## config.mk

```make
export PLATFORM = sky130hd
export DESIGN_NAME = xor_checked_frame_receiver_unit
export DESIGN_NICKNAME = d
export VERILOG_FILES = /design/src/rtl/xcfr_pkg.sv /design/src/rtl/xor_checked_frame_receiver_unit.sv /design/src/rtl/xcfr_ctrl.sv /design/src/rtl/xcfr_dp.sv
export SDC_FILE = /design/constraint.sdc
export NUM_CORES = 1
export LEC_CHECK = 0
export ABC_CLOCK_PERIOD_IN_PS = 2510
export BUFFER_PORTS_ARGS = -buffer_cell sky130_fd_sc_hd__buf_2
export CORE_ASPECT_RATIO = 0.75
export CORE_UTILIZATION = 55
export CTS_BUF_LIST = sky130_fd_sc_hd__clkbuf_8 sky130_fd_sc_hd__clkbuf_16
export CTS_CLUSTER_SIZE = 40
export DETAILED_ROUTE_END_ITERATION = 7
export PLACE_DENSITY = 0.74
export SLEW_MARGIN = 20
export SYNTH_ARGS = -nofsm -noshare
export SYNTH_HDL_FRONTEND = slang
export SYNTH_SLANG_ARGS = --single-unit
```

## constraint.sdc

```tcl
create_clock -name clk -period 2.51 [get_ports clk]
set_clock_uncertainty 0.05 [all_clocks]
set_input_delay 0.1255 -clock clk [delete_from_list [all_inputs] [get_ports clk]]
set_output_delay 0.1255 -clock clk [all_outputs]
set_load 0.03 [all_outputs]
```

## src/rtl/xcfr_pkg.sv

```systemverilog
// Shared types and constants for the XOR-checked frame receiver.
`timescale 1ns / 1ps

package xcfr_pkg;

    // Default number of 16-bit words that a frame payload may carry.
    localparam int MAX_WORDS_DEF = 8;

    // Byte that opens every frame.
    localparam logic [7:0] START_BYTE = 8'hAA;

    // Result status codes.
    localparam logic [1:0] ST_WORD  = 2'd0;
    localparam logic [1:0] ST_EMPTY = 2'd1;
    localparam logic [1:0] ST_CSUM  = 2'd2;
    localparam logic [1:0] ST_ID    = 2'd3;

    // Receiver phases, including the two word emission steps.
    typedef enum logic [2:0] {
        PH_START = 3'd0,
        PH_ID    = 3'd1,
        PH_LEN   = 3'd2,
        PH_DATA  = 3'd3,
        PH_SUM   = 3'd4,
        PH_READ  = 3'd5,
        PH_SHOW  = 3'd6
    } phase_t;

    // Commands from the controller to the datapath.
    typedef struct packed {
        logic cap_id;
        logic cap_len;
        logic cap_data;
        logic load_sum;
        logic rd_en;
        logic load_word;
    } dp_cmd_t;

    // Status from the datapath to the controller.
    typedef struct packed {
        logic is_start;
        logic len_over;
        logic len_zero;
        logic data_done;
        logic emit_go;
        logic cnt_last;
        logic out_free;
    } dp_stat_t;

endpackage

```

## src/rtl/xor_checked_frame_receiver_unit.sv

```systemverilog
// Top level of the XOR-checked frame receiver.
`timescale 1ns / 1ps

// The receiver takes one serial byte per transfer and hunts for the start
// byte 0xAA, then reads an id byte, a length byte, that many data bytes and
// a checksum byte, keeping a running XOR over id, length and data. A length
// above 2*MAX_WORDS drops the frame without any result. On the checksum byte
// a frame with a wrong checksum gives one result with status 2, a frame with
// a foreign id (own_id, written through own_id_we/own_id_wdata) gives status
// 3, and a good frame gives one result per big-endian 16-bit data word, or a
// single status 1 result when it holds fewer than two data bytes; the final
// result of each frame has last set. Bytes are taken at one per cycle while
// a frame is being received. After the checksum byte of a good frame with N
// words the input is stalled during their emission and any output stall, because
// each word takes one read of the single-port payload memory and one load of
// the output register. The checksum byte itself waits only while the output
// register holds an earlier result that has not yet been transferred. The
// payload memory holds MAX_WORDS entries of 16 bits and needs no clearing
// after reset, since only entries written in the current frame are read.

module xor_checked_frame_receiver_unit
#(
    parameter int MAX_WORDS = xcfr_pkg::MAX_WORDS_DEF
)
(
    input  logic               clk,
    input  logic               rst_n,
    input  logic               own_id_we,
    input  logic [7:0]         own_id_wdata,
    input  logic               in_valid,
    output logic               in_stall,
    input  logic [7:0]         rx_byte,
    output logic               out_valid,
    input  logic               out_stall,
    output logic [1:0]         status,
    output logic [2:0]         word_index,
    output logic signed [15:0] word_value,
    output logic               last
);

    // Commands and status that join the controller and the datapath.
    xcfr_pkg::dp_cmd_t  cmd;
    xcfr_pkg::dp_stat_t stat;

    // The controller sequences the frame phases and the word emission.
    xcfr_ctrl u_ctrl
    (
        .clk      (clk),
        .rst_n    (rst_n),
        .in_valid (in_valid),
        .in_stall (in_stall),
        .stat     (stat),
        .cmd      (cmd)
    );

    // The datapath holds the header, checksum, payload memory and the
    // output register that decouples the result side from the input side.
    xcfr_dp
    #(
        .MAX_WORDS (MAX_WORDS)
    )
    u_dp
    (
        .clk          (clk),
        .rst_n        (rst_n),
        .own_id_we    (own_id_we),
        .own_id_wdata (own_id_wdata),
        .rx_byte      (rx_byte),
        .cmd          (cmd),
        .stat         (stat),
        .out_valid    (out_valid),
        .out_stall    (out_stall),
        .status       (status),
        .word_index   (word_index),
        .word_value   (word_value),
        .last         (last)
    );

endmodule

```

## src/rtl/xcfr_ctrl.sv

```systemverilog
// Phase controller of the frame receiver: input flow control and sequencing.
`timescale 1ns / 1ps

module xcfr_ctrl
(
    input  logic               clk,
    input  logic               rst_n,
    input  logic               in_valid,
    output logic               in_stall,
    input  xcfr_pkg::dp_stat_t stat,
    output xcfr_pkg::dp_cmd_t  cmd
);

    xcfr_pkg::phase_t phase_reg;
    xcfr_pkg::phase_t phase_next;
    logic             in_acc;

    // Input is held off during word emission, and on the checksum byte
    // while the previous result still occupies the output register.
    always_comb
    begin
        case (phase_reg)
            xcfr_pkg::PH_READ: in_stall = 1'b1;
            xcfr_pkg::PH_SHOW: in_stall = 1'b1;
            xcfr_pkg::PH_SUM:  in_stall = ~stat.out_free;
            default:           in_stall = 1'b0;
        endcase
    end

    assign in_acc = in_valid & ~in_stall;

    always_comb
    begin
        phase_next = phase_reg;
        case (phase_reg)
            xcfr_pkg::PH_START:
            begin
                if (in_acc && stat.is_start)
                begin
                    phase_next = xcfr_pkg::PH_ID;
                end
            end
            xcfr_pkg::PH_ID:
            begin
                if (in_acc)
                begin
                    phase_next = xcfr_pkg::PH_LEN;
                end
            end
            xcfr_pkg::PH_LEN:
            begin
                if (in_acc)
                begin
                    if (stat.len_over)
                    begin
                        phase_next = xcfr_pkg::PH_START;
                    end
                    else if (stat.len_zero)
                    begin
                        phase_next = xcfr_pkg::PH_SUM;
                    end
                    else
                    begin
                        phase_next = xcfr_pkg::PH_DATA;
                    end
                end
            end
            xcfr_pkg::PH_DATA:
            begin
                if (in_acc && stat.data_done)
                begin
                    phase_next = xcfr_pkg::PH_SUM;
                end
            end
            xcfr_pkg::PH_SUM:
            begin
                if (in_acc)
                begin
                    phase_next = stat.emit_go ? xcfr_pkg::PH_READ : xcfr_pkg::PH_START;
                end
            end
            xcfr_pkg::PH_READ:
            begin
                phase_next = xcfr_pkg::PH_SHOW;
            end
            xcfr_pkg::PH_SHOW:
            begin
                if (stat.out_free)
                begin
                    phase_next = stat.cnt_last ? xcfr_pkg::PH_START : xcfr_pkg::PH_READ;
                end
            end
            default:
            begin
                phase_next = xcfr_pkg::PH_START;
            end
        endcase
    end

    always_comb
    begin
        cmd = '0;
        case (phase_reg)
            xcfr_pkg::PH_ID:   cmd.cap_id    = in_acc;
            xcfr_pkg::PH_LEN:  cmd.cap_len   = in_acc;
            xcfr_pkg::PH_DATA: cmd.cap_data  = in_acc;
            xcfr_pkg::PH_SUM:  cmd.load_sum  = in_acc & ~stat.emit_go;
            xcfr_pkg::PH_READ: cmd.rd_en     = 1'b1;
            xcfr_pkg::PH_SHOW: cmd.load_word = stat.out_free;
            default:           cmd = '0;
        endcase
    end

    always_ff @(posedge clk or negedge rst_n)
    begin
        if (!rst_n)
        begin
            phase_reg <= xcfr_pkg::PH_START;
        end
        else
        begin
            phase_reg <= phase_next;
        end
    end

endmodule

```

## src/rtl/xcfr_dp.sv

```systemverilog
// Datapath of the frame receiver: header, checksum, payload buffer, output register.
`timescale 1ns / 1ps

module xcfr_dp
#(
    parameter int MAX_WORDS = xcfr_pkg::MAX_WORDS_DEF
)
(
    input  logic               clk,
    input  logic               rst_n,
    input  logic               own_id_we,
    input  logic [7:0]         own_id_wdata,
    input  logic [7:0]         rx_byte,
    input  xcfr_pkg::dp_cmd_t  cmd,
    output xcfr_pkg::dp_stat_t stat,
    output logic               out_valid,
    input  logic               out_stall,
    output logic [1:0]         status,
    output logic [2:0]         word_index,
    output logic signed [15:0] word_value,
    output logic               last
);

    localparam int BUF_BYTES = 2 * MAX_WORDS;
    localparam int CW        = $clog2(BUF_BYTES + 1);
    localparam int WW        = (MAX_WORDS > 1) ? $clog2(MAX_WORDS) : 1;

    logic [7:0]         own_id_reg, own_id_next;
    logic [7:0]         frame_id_reg, frame_id_next;
    logic [CW-1:0]      frame_len_reg, frame_len_next;
    logic [CW-1:0]      byte_cnt_reg, byte_cnt_next;
    logic [7:0]         csum_reg, csum_next;
    logic [7:0]         hi_reg, hi_next;
    logic [WW-1:0]      word_cnt_reg, word_cnt_next;
    logic               out_valid_reg, out_valid_next;
    logic [1:0]         status_reg, status_next;
    logic [2:0]         index_reg, index_next;
    logic signed [15:0] value_reg, value_next;
    logic               last_reg, last_next;
    logic [15:0]        rdata_reg;
    logic [15:0]        payload_mem [MAX_WORDS];

    logic [CW:0]        cnt_inc;
    logic [CW-2:0]      words;
    logic [CW-2:0]      word_inc;
    logic               sum_ok;
    logic               id_ok;
    logic               mem_we;
    logic [1:0]         sum_code;

    assign cnt_inc  = {1'b0, byte_cnt_reg} + (CW + 1)'(1);
    assign words    = frame_len_reg[CW-1:1];
    assign word_inc = (CW - 1)'(word_cnt_reg) + (CW - 1)'(1);
    assign sum_ok   = (csum_reg == rx_byte);
    assign id_ok    = (frame_id_reg == own_id_reg);
    assign mem_we   = cmd.cap_data & byte_cnt_reg[0];

    always_comb
    begin
        if (!sum_ok)
        begin
            sum_code = xcfr_pkg::ST_CSUM;
        end
        else if (!id_ok)
        begin
            sum_code = xcfr_pkg::ST_ID;
        end
        else
        begin
            sum_code = xcfr_pkg::ST_EMPTY;
        end
    end

    always_comb
    begin
        stat.is_start  = (rx_byte == xcfr_pkg::START_BYTE);
        stat.len_over  = (rx_byte > 8'(BUF_BYTES));
        stat.len_zero  = (rx_byte == 8'd0);
        stat.data_done = (cnt_inc >= {1'b0, frame_len_reg});
        stat.emit_go   = sum_ok & id_ok & (words != '0);
        stat.cnt_last  = (word_inc == words);
        stat.out_free  = ~out_valid_reg | ~out_stall;
    end

    always_comb
    begin
        own_id_next    = own_id_we ? own_id_wdata : own_id_reg;
        frame_id_next  = cmd.cap_id ? rx_byte : frame_id_reg;
        frame_len_next = cmd.cap_len ? CW'(rx_byte) : frame_len_reg;
        byte_cnt_next  = byte_cnt_reg;
        csum_next      = csum_reg;
        hi_next        = hi_reg;
        word_cnt_next  = word_cnt_reg;
        if (cmd.cap_id)
        begin
            csum_next = rx_byte;
        end
        if (cmd.cap_len)
        begin
            csum_next     = csum_reg ^ rx_byte;
            byte_cnt_next = '0;
            word_cnt_next = '0;
        end
        if (cmd.cap_data)
        begin
            csum_next     = csum_reg ^ rx_byte;
            byte_cnt_next = cnt_inc[CW-1:0];
            if (!byte_cnt_reg[0])
            begin
                hi_next = rx_byte;
            end
        end
        if (cmd.load_word && !stat.cnt_last)
        begin
            word_cnt_next = WW'(word_inc);
        end

        out_valid_next = out_valid_reg & out_stall;
        status_next    = status_reg;
        index_next     = index_reg;
        value_next     = value_reg;
        last_next      = last_reg;
        if (cmd.load_sum)
        begin
            out_valid_next = 1'b1;
            status_next    = sum_code;
            index_next     = 3'd0;
            value_next     = 16'sd0;
            last_next      = 1'b1;
        end
        else if (cmd.load_word)
        begin
            out_valid_next = 1'b1;
            status_next    = xcfr_pkg::ST_WORD;
            index_next     = 3'(word_cnt_reg);
            value_next     = $signed(rdata_reg);
            last_next      = stat.cnt_last;
        end
    end

    always_ff @(posedge clk or negedge rst_n)
    begin
        if (!rst_n)
        begin
            own_id_reg    <= 8'd0;
            frame_id_reg  <= 8'd0;
            frame_len_reg <= '0;
            byte_cnt_reg  <= '0;
            csum_reg      <= 8'd0;
            word_cnt_reg  <= '0;
            out_valid_reg <= 1'b0;
        end
        else
        begin
            own_id_reg    <= own_id_next;
            frame_id_reg  <= frame_id_next;
            frame_len_reg <= frame_len_next;
            byte_cnt_reg  <= byte_cnt_next;
            csum_reg      <= csum_next;
            word_cnt_reg  <= word_cnt_next;
            out_valid_reg <= out_valid_next;
        end
    end

    always_ff @(posedge clk)
    begin
        hi_reg     <= hi_next;
        status_reg <= status_next;
        index_reg  <= index_next;
        value_reg  <= value_next;
        last_reg   <= last_next;
    end

    // Payload buffer: one word written per byte pair, one registered read.
    always_ff @(posedge clk)
    begin
        if (mem_we)
        begin
            payload_mem[byte_cnt_reg[WW:1]] <= {hi_reg, rx_byte};
        end
        if (cmd.rd_en)
        begin
            rdata_reg <= payload_mem[word_cnt_reg];
        end
    end

    assign out_valid  = out_valid_reg;
    assign status     = status_reg;
    assign word_index = index_reg;
    assign word_value = value_reg;
    assign last       = last_reg;

    a_no_overwrite: assert property (@(posedge clk) disable iff (!rst_n)
        (cmd.load_sum || cmd.load_word) |-> (!out_valid_reg || !out_stall))
        else $error("result loaded over a pending transfer");

    a_status_last: assert property (@(posedge clk) disable iff (!rst_n)
        (out_valid_reg && status_reg != xcfr_pkg::ST_WORD) |-> last_reg)
        else $error("status result not marked last");

    a_status_zero: assert property (@(posedge clk) disable iff (!rst_n)
        (out_valid_reg && status_reg != xcfr_pkg::ST_WORD)
            |-> (value_reg == 16'sd0 && index_reg == 3'd0))
        else $error("status result carries word data");

endmodule
```

# Yosys cells after proc, flatten, opt, wreduce, memory -nomap -nowiden
# Memory sizes are Yosys's and may differ from the RTL's. A register that Yosys moved wholly into a read port is not among the register bits.
# Index checks and enable logic that the tools add are counted.
# word_totals
reg_bits	71
latchBits	0
ramBits	128
romBits	0
in_bits	21
out_inout_bits	24
mem_count	1
# memory_table
name	depth	width	read_ports	rd_clocked_by_memory_dff	wr	line_no	text
u_dp.payload_mem	8	16	1	1	1	xcfr_dp.sv:41	logic [15:0] payload_mem [MAX_WORDS];
# op_classes
addsub	2
multipliers	0
div	0
order_cmp	2
eq_ne	16
shift	0
muxes	33
bitwise	14
reduce_logical	14
# op_table
operator	n
2-to-1 mux 3 bit	12
2-to-1 mux 8 bit	3
one-hot mux 3 bit (7 select lines)	1
== test 8 bit	2
!= test 2 x 1 -> 1 bit (second input constant)	6
2-to-1 mux 1 bit	10
2-to-1 mux 5 bit	2
== test 3 bit (second input constant)	3
== test 8 bit (second input constant)	1
> comparator 8 x 5 -> 1 bit (second input constant)	1
logical NOT 8 bit	1
2-to-1 mux 2 bit	4
XOR 8 bit	1
adder 5 x 1 -> 6 bit (second input constant)	1
bitwise AND 1 bit	6
== test 3 x 2 -> 1 bit (second input constant)	2
>= comparator 6 x 5 -> 1 bit	1
NOT 1 bit	6
AND reduction 6 bit	1
nonzero test 2 bit	3
adder 3 x 1 -> 4 bit (second input constant)	1
== test 4 bit	1
nonzero test 4 bit	1
== test 3 x 1 -> 1 bit (second input constant)	1
other kinds (8)	10

# Depth between registers and ports, before layout
# logic_depth
depth_word	10
mapped_depth	10
mapped_depth_nobuf	10

# Modules after synthesis
# From an unflattened synthesis, not the netlist that was laid out.
# unflattened
cells_unflattened	542
area_unflattened_um2	8765.9
# by_module_without_submodules
mod	instances	cells_per_inst	area_each_um2	seq_area_each_um2
xcfr_dp	1	489	8406.8	5975.7
xcfr_ctrl	1	53	359.1	75.1

# Least setup slack after synthesis
# OpenSTA, ideal clock, no wires.
# synth_timing
path_type	register to register
startpoint	reg u_ctrl.phase_reg[2]
endpoint	mem u_dp.payload_mem[0][0] (enable)
setup_time_ns	0.409
arrival_time_ns	2.272
t_required_ns	2.051
path_slack_ns	-0.221
stages_incl_launch_ff	5
n_path_buf	0
period_less_slack_ns	2.731
cell_sequence	dfrtp_1 and2b_1 nor2b_1 nand3b_1 nor3_1
# synth_via
elab_chain_cells	9
word_cells_on_any_way	12
classes_between	eq/ne: 4; mux: 4; bitwise: 3; reduce/logical: 1
# synth_rtl
element	line_no	text
start: declaration	xcfr_ctrl.sv:14	xcfr_pkg::phase_t phase_reg;
start signal: assignment	xcfr_ctrl.sv:118	phase_reg <= xcfr_pkg::PH_START;
start signal: assignment	xcfr_ctrl.sv:122	phase_reg <= phase_next;
== test 3 bit	xcfr_ctrl.sv:22	case (phase_reg)
OR reduction 2 bit (no line)	-	
one-hot mux 1 bit (2 select lines)	xcfr_ctrl.sv:22	
NOT 1 bit	xcfr_ctrl.sv:30	assign in_acc = in_valid & ~in_stall;
bitwise AND 1 bit	xcfr_ctrl.sv:30	
2-to-1 mux 1 bit *	xcfr_ctrl.sv:103	case (phase_reg)
bitwise AND 1 bit *	xcfr_dp.sv:56	assign mem_we = cmd.cap_data & byte_cnt_reg[0];
2-to-1 mux 1 bit *	xcfr_dp.sv:177	if (mem_we)
2-to-1 mux 1 bit (implied by the code) *	xcfr_dp.sv:179	payload_mem[byte_cnt_reg[WW:1]] <= {hi_reg, rx_byte};
end: declaration	xcfr_dp.sv:41	
# Mark *: on every way between the ends. The rest lies on a longest branch, timed or not.

# Final worst setup path
# layout_timing
startpoint	reg u_dp.byte_cnt_reg[1]
endpoint	reg u_ctrl.phase_reg[2]
# layout_via
elab_chain_cells	5
# layout_rtl
element	line_no	text
start: declaration	xcfr_dp.sv:31	logic [CW-1:0] byte_cnt_reg, byte_cnt_next;
start signal: assignment	xcfr_dp.sv:158	byte_cnt_reg <= byte_cnt_next;
adder 5 x 1 -> 6 bit	xcfr_dp.sv:51	assign cnt_inc = {1'b0, byte_cnt_reg} + (CW + 1)'(1);
>= comparator 6 x 5 -> 1 bit	xcfr_dp.sv:79	stat.data_done = (cnt_inc >= {1'b0, frame_len_reg});
logical AND 1 bit	xcfr_ctrl.sv:70	if (in_acc && stat.data_done)
!= test 2 x 1 -> 1 bit (no line)	-	
AND reduction 6 bit (no line)	-	
# Every way passes these cells.
# A chain may end at the register's enable or synchronous reset.

==> impl_metrics.json <==
{
  "relSlewSlack_pct": 37.3,
  "ys_async_sr_fraction_pct": 19.1,
  "root_buffer": "sky130_fd_sc_hd__clkbuf_16",
  "syn_avg_cell_area_sq_um": 16.0,
  "synthesis.instances": 547,
  "met1_length_um": 8250,
  "hold_path.class": "input pin to flop",
  "htree_num_levels": 1,
  "topRoutingLayerUsed": "met4",
  "largest_reg_flops": 128,
  "slew_violations": 0,
  "critical_path.max_fanout": 5,
  "cts_sinks": 215,
  "synth_nets": 575,
  "maxClockFrequency_ghz": 0.408,
  "total_power_uw": 9960,
  "synth-seq-cells": 215,
  "grt_pass1_wl_um": 28300,
  "synth_largest_type_area_fraction_pct": 52.9,
  "grt_pass1_vias": 4961,
  "worst-endpoint-arrival_ns": 2.77,
  "design.core.area_sq_mm": 0.0154,
  "cts.reportedPaths.clkPinSlew_ns": 0.06,
  "floorplan.initialDensity_pct": 56.9,
  "worst_skew_pair.late_latency_ns": 0.50,
  "timing_hold_violations_final": 0,
  "worstMarginPinSlew_ns": 0.941,
  "startpoint_type": "flop",
  "layout-area-overhead-vs-synth_pct": 16.7,
  "timing.critical_path.slowest_cell_delay_ns": 0.43,
  "cts_buffers": 21,
  "ys_seq_area_share_pct": 69.2,
  "cp_data_required_time_ns": 2.83,
  "fin_setup_tns_ns": 0,
  "wl_per_cell_um": 21.7,
  "antenna_cells": 0,
  "routed-via-count": 4934,
  "synthFlopType": "sky130_fd_sc_hd__edfxtp_1",
  "synth_commonest_cells": "154 x sky130_fd_sc_hd__edfxtp_1, 54 x sky130_fd_sc_hd__nand2_1, 41 x sky130_fd_sc_hd__dfrtp_1",
  "full_die_area_sq_mm": 0.0164,
  "post_synth_num_cell_types": 57,
  "final_min_period_over_clock_period_pct": 97.5,
  "number_of_rows_in_the_core_area": 39,
  "drt-total-wl_um": 18400,
  "timing_worst_setup_path_type": "flop to flop",
  "final_net_count": 655,
  "hpwl_um": 10900,
  "outcome": "completed",
  "pin_count_of_the_biggest_net_entering_global_routing": 42,
  "met3_wirelength_um": 1130,
  "yosys.cell_count.top_type": "sky130_fd_sc_hd__edfxtp_1",
  "static-leakage-power_uw": 0.00368,
  "wl_met2_um": 8620,
  "post-route-drc-count": 0,
  "cts_max_path_buffers": 3,
  "ir_drop_mv": 0.677,
  "yosys_warnings": 0,
  "synth_enable_flop_cells": 154,
  "crit_slowest_cell": "sky130_fd_sc_hd__or3b_4",
  "critical_path.n_buffers_inverters": 1,
  "drt_iter0_drc": 394,
  "initial_antenna_violation_count": 0,
  "share_of_cells_above_drive_strength_1_pct": 29.1,
  "globalRoute.totalOverflow": 0,
  "crit_chain": "ha_2 -> buf_4 -> xor2_1 -> ha_1 -> o211ai_1 -> o21ai_1 -> or3b_4 -> nand3b_4 -> a31o_1",
  "grt.total_usage_pct": 23.4,
  "antenna_violating_nets_post_route": 0,
  "routabilityCongestion": 0.911,
  "io_pins": 45,
  "maxCapViolations": 0,
  "die_x_um": 148,
  "p_per_area_mw_per_mm2": 976,
  "buffer_ports.inserted": 44,
  "post-route-min-period_ns": 2.45,
  "synth_top_area_cell": "sky130_fd_sc_hd__edfxtp_1",
  "detailedRoute.firstPassIterationCount": 5,
  "synth.area.top_cells": "sky130_fd_sc_hd__edfxtp_1 53%, sky130_fd_sc_hd__dfrtp_1 12%, sky130_fd_sc_hd__mux4_2 8.2%",
  "n_fill_cell": 1078,
  "detail_route.vias_per_cell": 5.84,
  "critPathTopFamily": "simple AND/OR/NAND/NOR gates",
  "finalSetupViolCount": 0,
  "post_synthesis_instance_area_sq_mm": 0.00874,
  "worstSetupEndpointType": "flop",
  "clock_tree_from_tritoncts": "done",
  "die_h_um": 111
}
per-stage QoR:
stage | hold WS (ns) | utilization [%] | std cells | area [sq um] | setup WS, ns
after floorplan | -0.220 | - | 547 | 8750 | 0.157
after global placement | 0.270 | 61.0 | 795 | 9380 | 0.173
after detailed placement | 0.277 | 61.0 | 795 | 9380 | 0.0563
after CTS | 0.00256 | 66.3 | 844 | 10200 | 0.0120
after global routing | 0.0121 | 66.4 | 845 | 10200 | -0.00438
final | 0.00169 | 66.4 | 845 | 10200 | 0.0620
path summary, 6_finish.rpt:
check | slack (ns) | from | to | depth (start not counted)
min in group asynchronous | 0.26 | rst_n | u_ctrl.phase_reg[1]$_DFFE_PN0P_ | 2
max in group asynchronous | 1.51 | rst_n | u_dp.word_cnt_reg[0]$_DFFE_PN0P_ | 2
min reg2reg | 0.41 | u_dp.word_value[0]$_SDFFE_PP0P_ | u_dp.word_value[0]$_SDFFE_PP0P_ | 2
min | 0.002 | own_id_we | u_dp.own_id_reg[7]$_DFFE_PN0P_ | 2
max reg2reg | 0.06 | u_dp.byte_cnt_reg[1]$_DFFE_PN0P_ | u_ctrl.phase_reg[2]$_DFFE_PN0P_ | 9
max | 0.06 | u_dp.byte_cnt_reg[1]$_DFFE_PN0P_ | u_ctrl.phase_reg[2]$_DFFE_PN0P_ | 9
what timing repair did:
| action | in CTS | in global routing |
|---|---|---|
| hold buffers | 13 | 0 |
| setup endpoints to repair | 0 | 3 |
| setup buffers | 0 | 1 |
| resized for setup | 0 | 3 |
| hold endpoints to repair | 85 | 0 |
cell type report:
type	count	area (sq um)	area share, %
clock inverter	15	145	1.42
inverter	7	26.3	0.258
sequential	215	6050	59.3
multi-input combinational	294	2520	24.8
timing repair buffer	88	671	6.57
clock buffer	21	526	5.15
tap	205	256	2.51
cells by family after synthesis:
group / after synthesis / share of synthesized area [%]
adders and majority gates: 7 / 1.00
xor gates and xnor gates: 25 / 2.51
DFF: 215 / 69.2
AOI/OAI and AO/OA: 77 / 5.35
buffers and inverters: 38 / 2.12
and+or+nand+nor: 119 / 7.19
muxes: 66 / 12.6
power breakdown:
group	switching, uW	total [uW]	internal, uW	leakage [uW]
logic	1300	2280	985	0.00128
clock network	1270	3090	1830	0.000336
registers	323	4580	4260	0.00206
total	2890	9960	7070	0.00368
routing by layer:
metal / vias up / track usage (%)
met5: - / 0
met4: 0 / 4.95
met3: 25 / 4.73
met2: 152 / 36.9
met1: 2520 / 34.0
li1: 2237 / -
cells in the final DEF (no fill, tap or decap), types with 2 or more instances in the layout:
cell and count:
sky130_fd_sc_hd__a211oi_1 3, sky130_fd_sc_hd__a21o_1 3, sky130_fd_sc_hd__a21oi_1 38, sky130_fd_sc_hd__a22o_1 3, sky130_fd_sc_hd__and2_1 2, sky130_fd_sc_hd__buf_12 7, sky130_fd_sc_hd__buf_2 44, sky130_fd_sc_hd__buf_4 24
sky130_fd_sc_hd__bufinv_16 3, sky130_fd_sc_hd__clkbuf_16 21, sky130_fd_sc_hd__clkinv_1 6, sky130_fd_sc_hd__clkinv_2 4, sky130_fd_sc_hd__dfrtp_1 40, sky130_fd_sc_hd__dfxtp_1 20, sky130_fd_sc_hd__dlygate4sd3_1 13, sky130_fd_sc_hd__edfxtp_1 154
sky130_fd_sc_hd__ha_1 6, sky130_fd_sc_hd__inv_1 8, sky130_fd_sc_hd__mux2_2 33, sky130_fd_sc_hd__mux4_2 32, sky130_fd_sc_hd__nand2_1 54, sky130_fd_sc_hd__nand2b_1 6, sky130_fd_sc_hd__nand3_1 13, sky130_fd_sc_hd__nand3b_1 3
sky130_fd_sc_hd__nor2_1 15, sky130_fd_sc_hd__nor3_2 2, sky130_fd_sc_hd__nor4_1 5, sky130_fd_sc_hd__nor4_2 3, sky130_fd_sc_hd__o21ai_0 18, sky130_fd_sc_hd__o21ai_1 2, sky130_fd_sc_hd__xnor2_1 5, sky130_fd_sc_hd__xor2_1 19
Power figures use the tool's default switching activity.
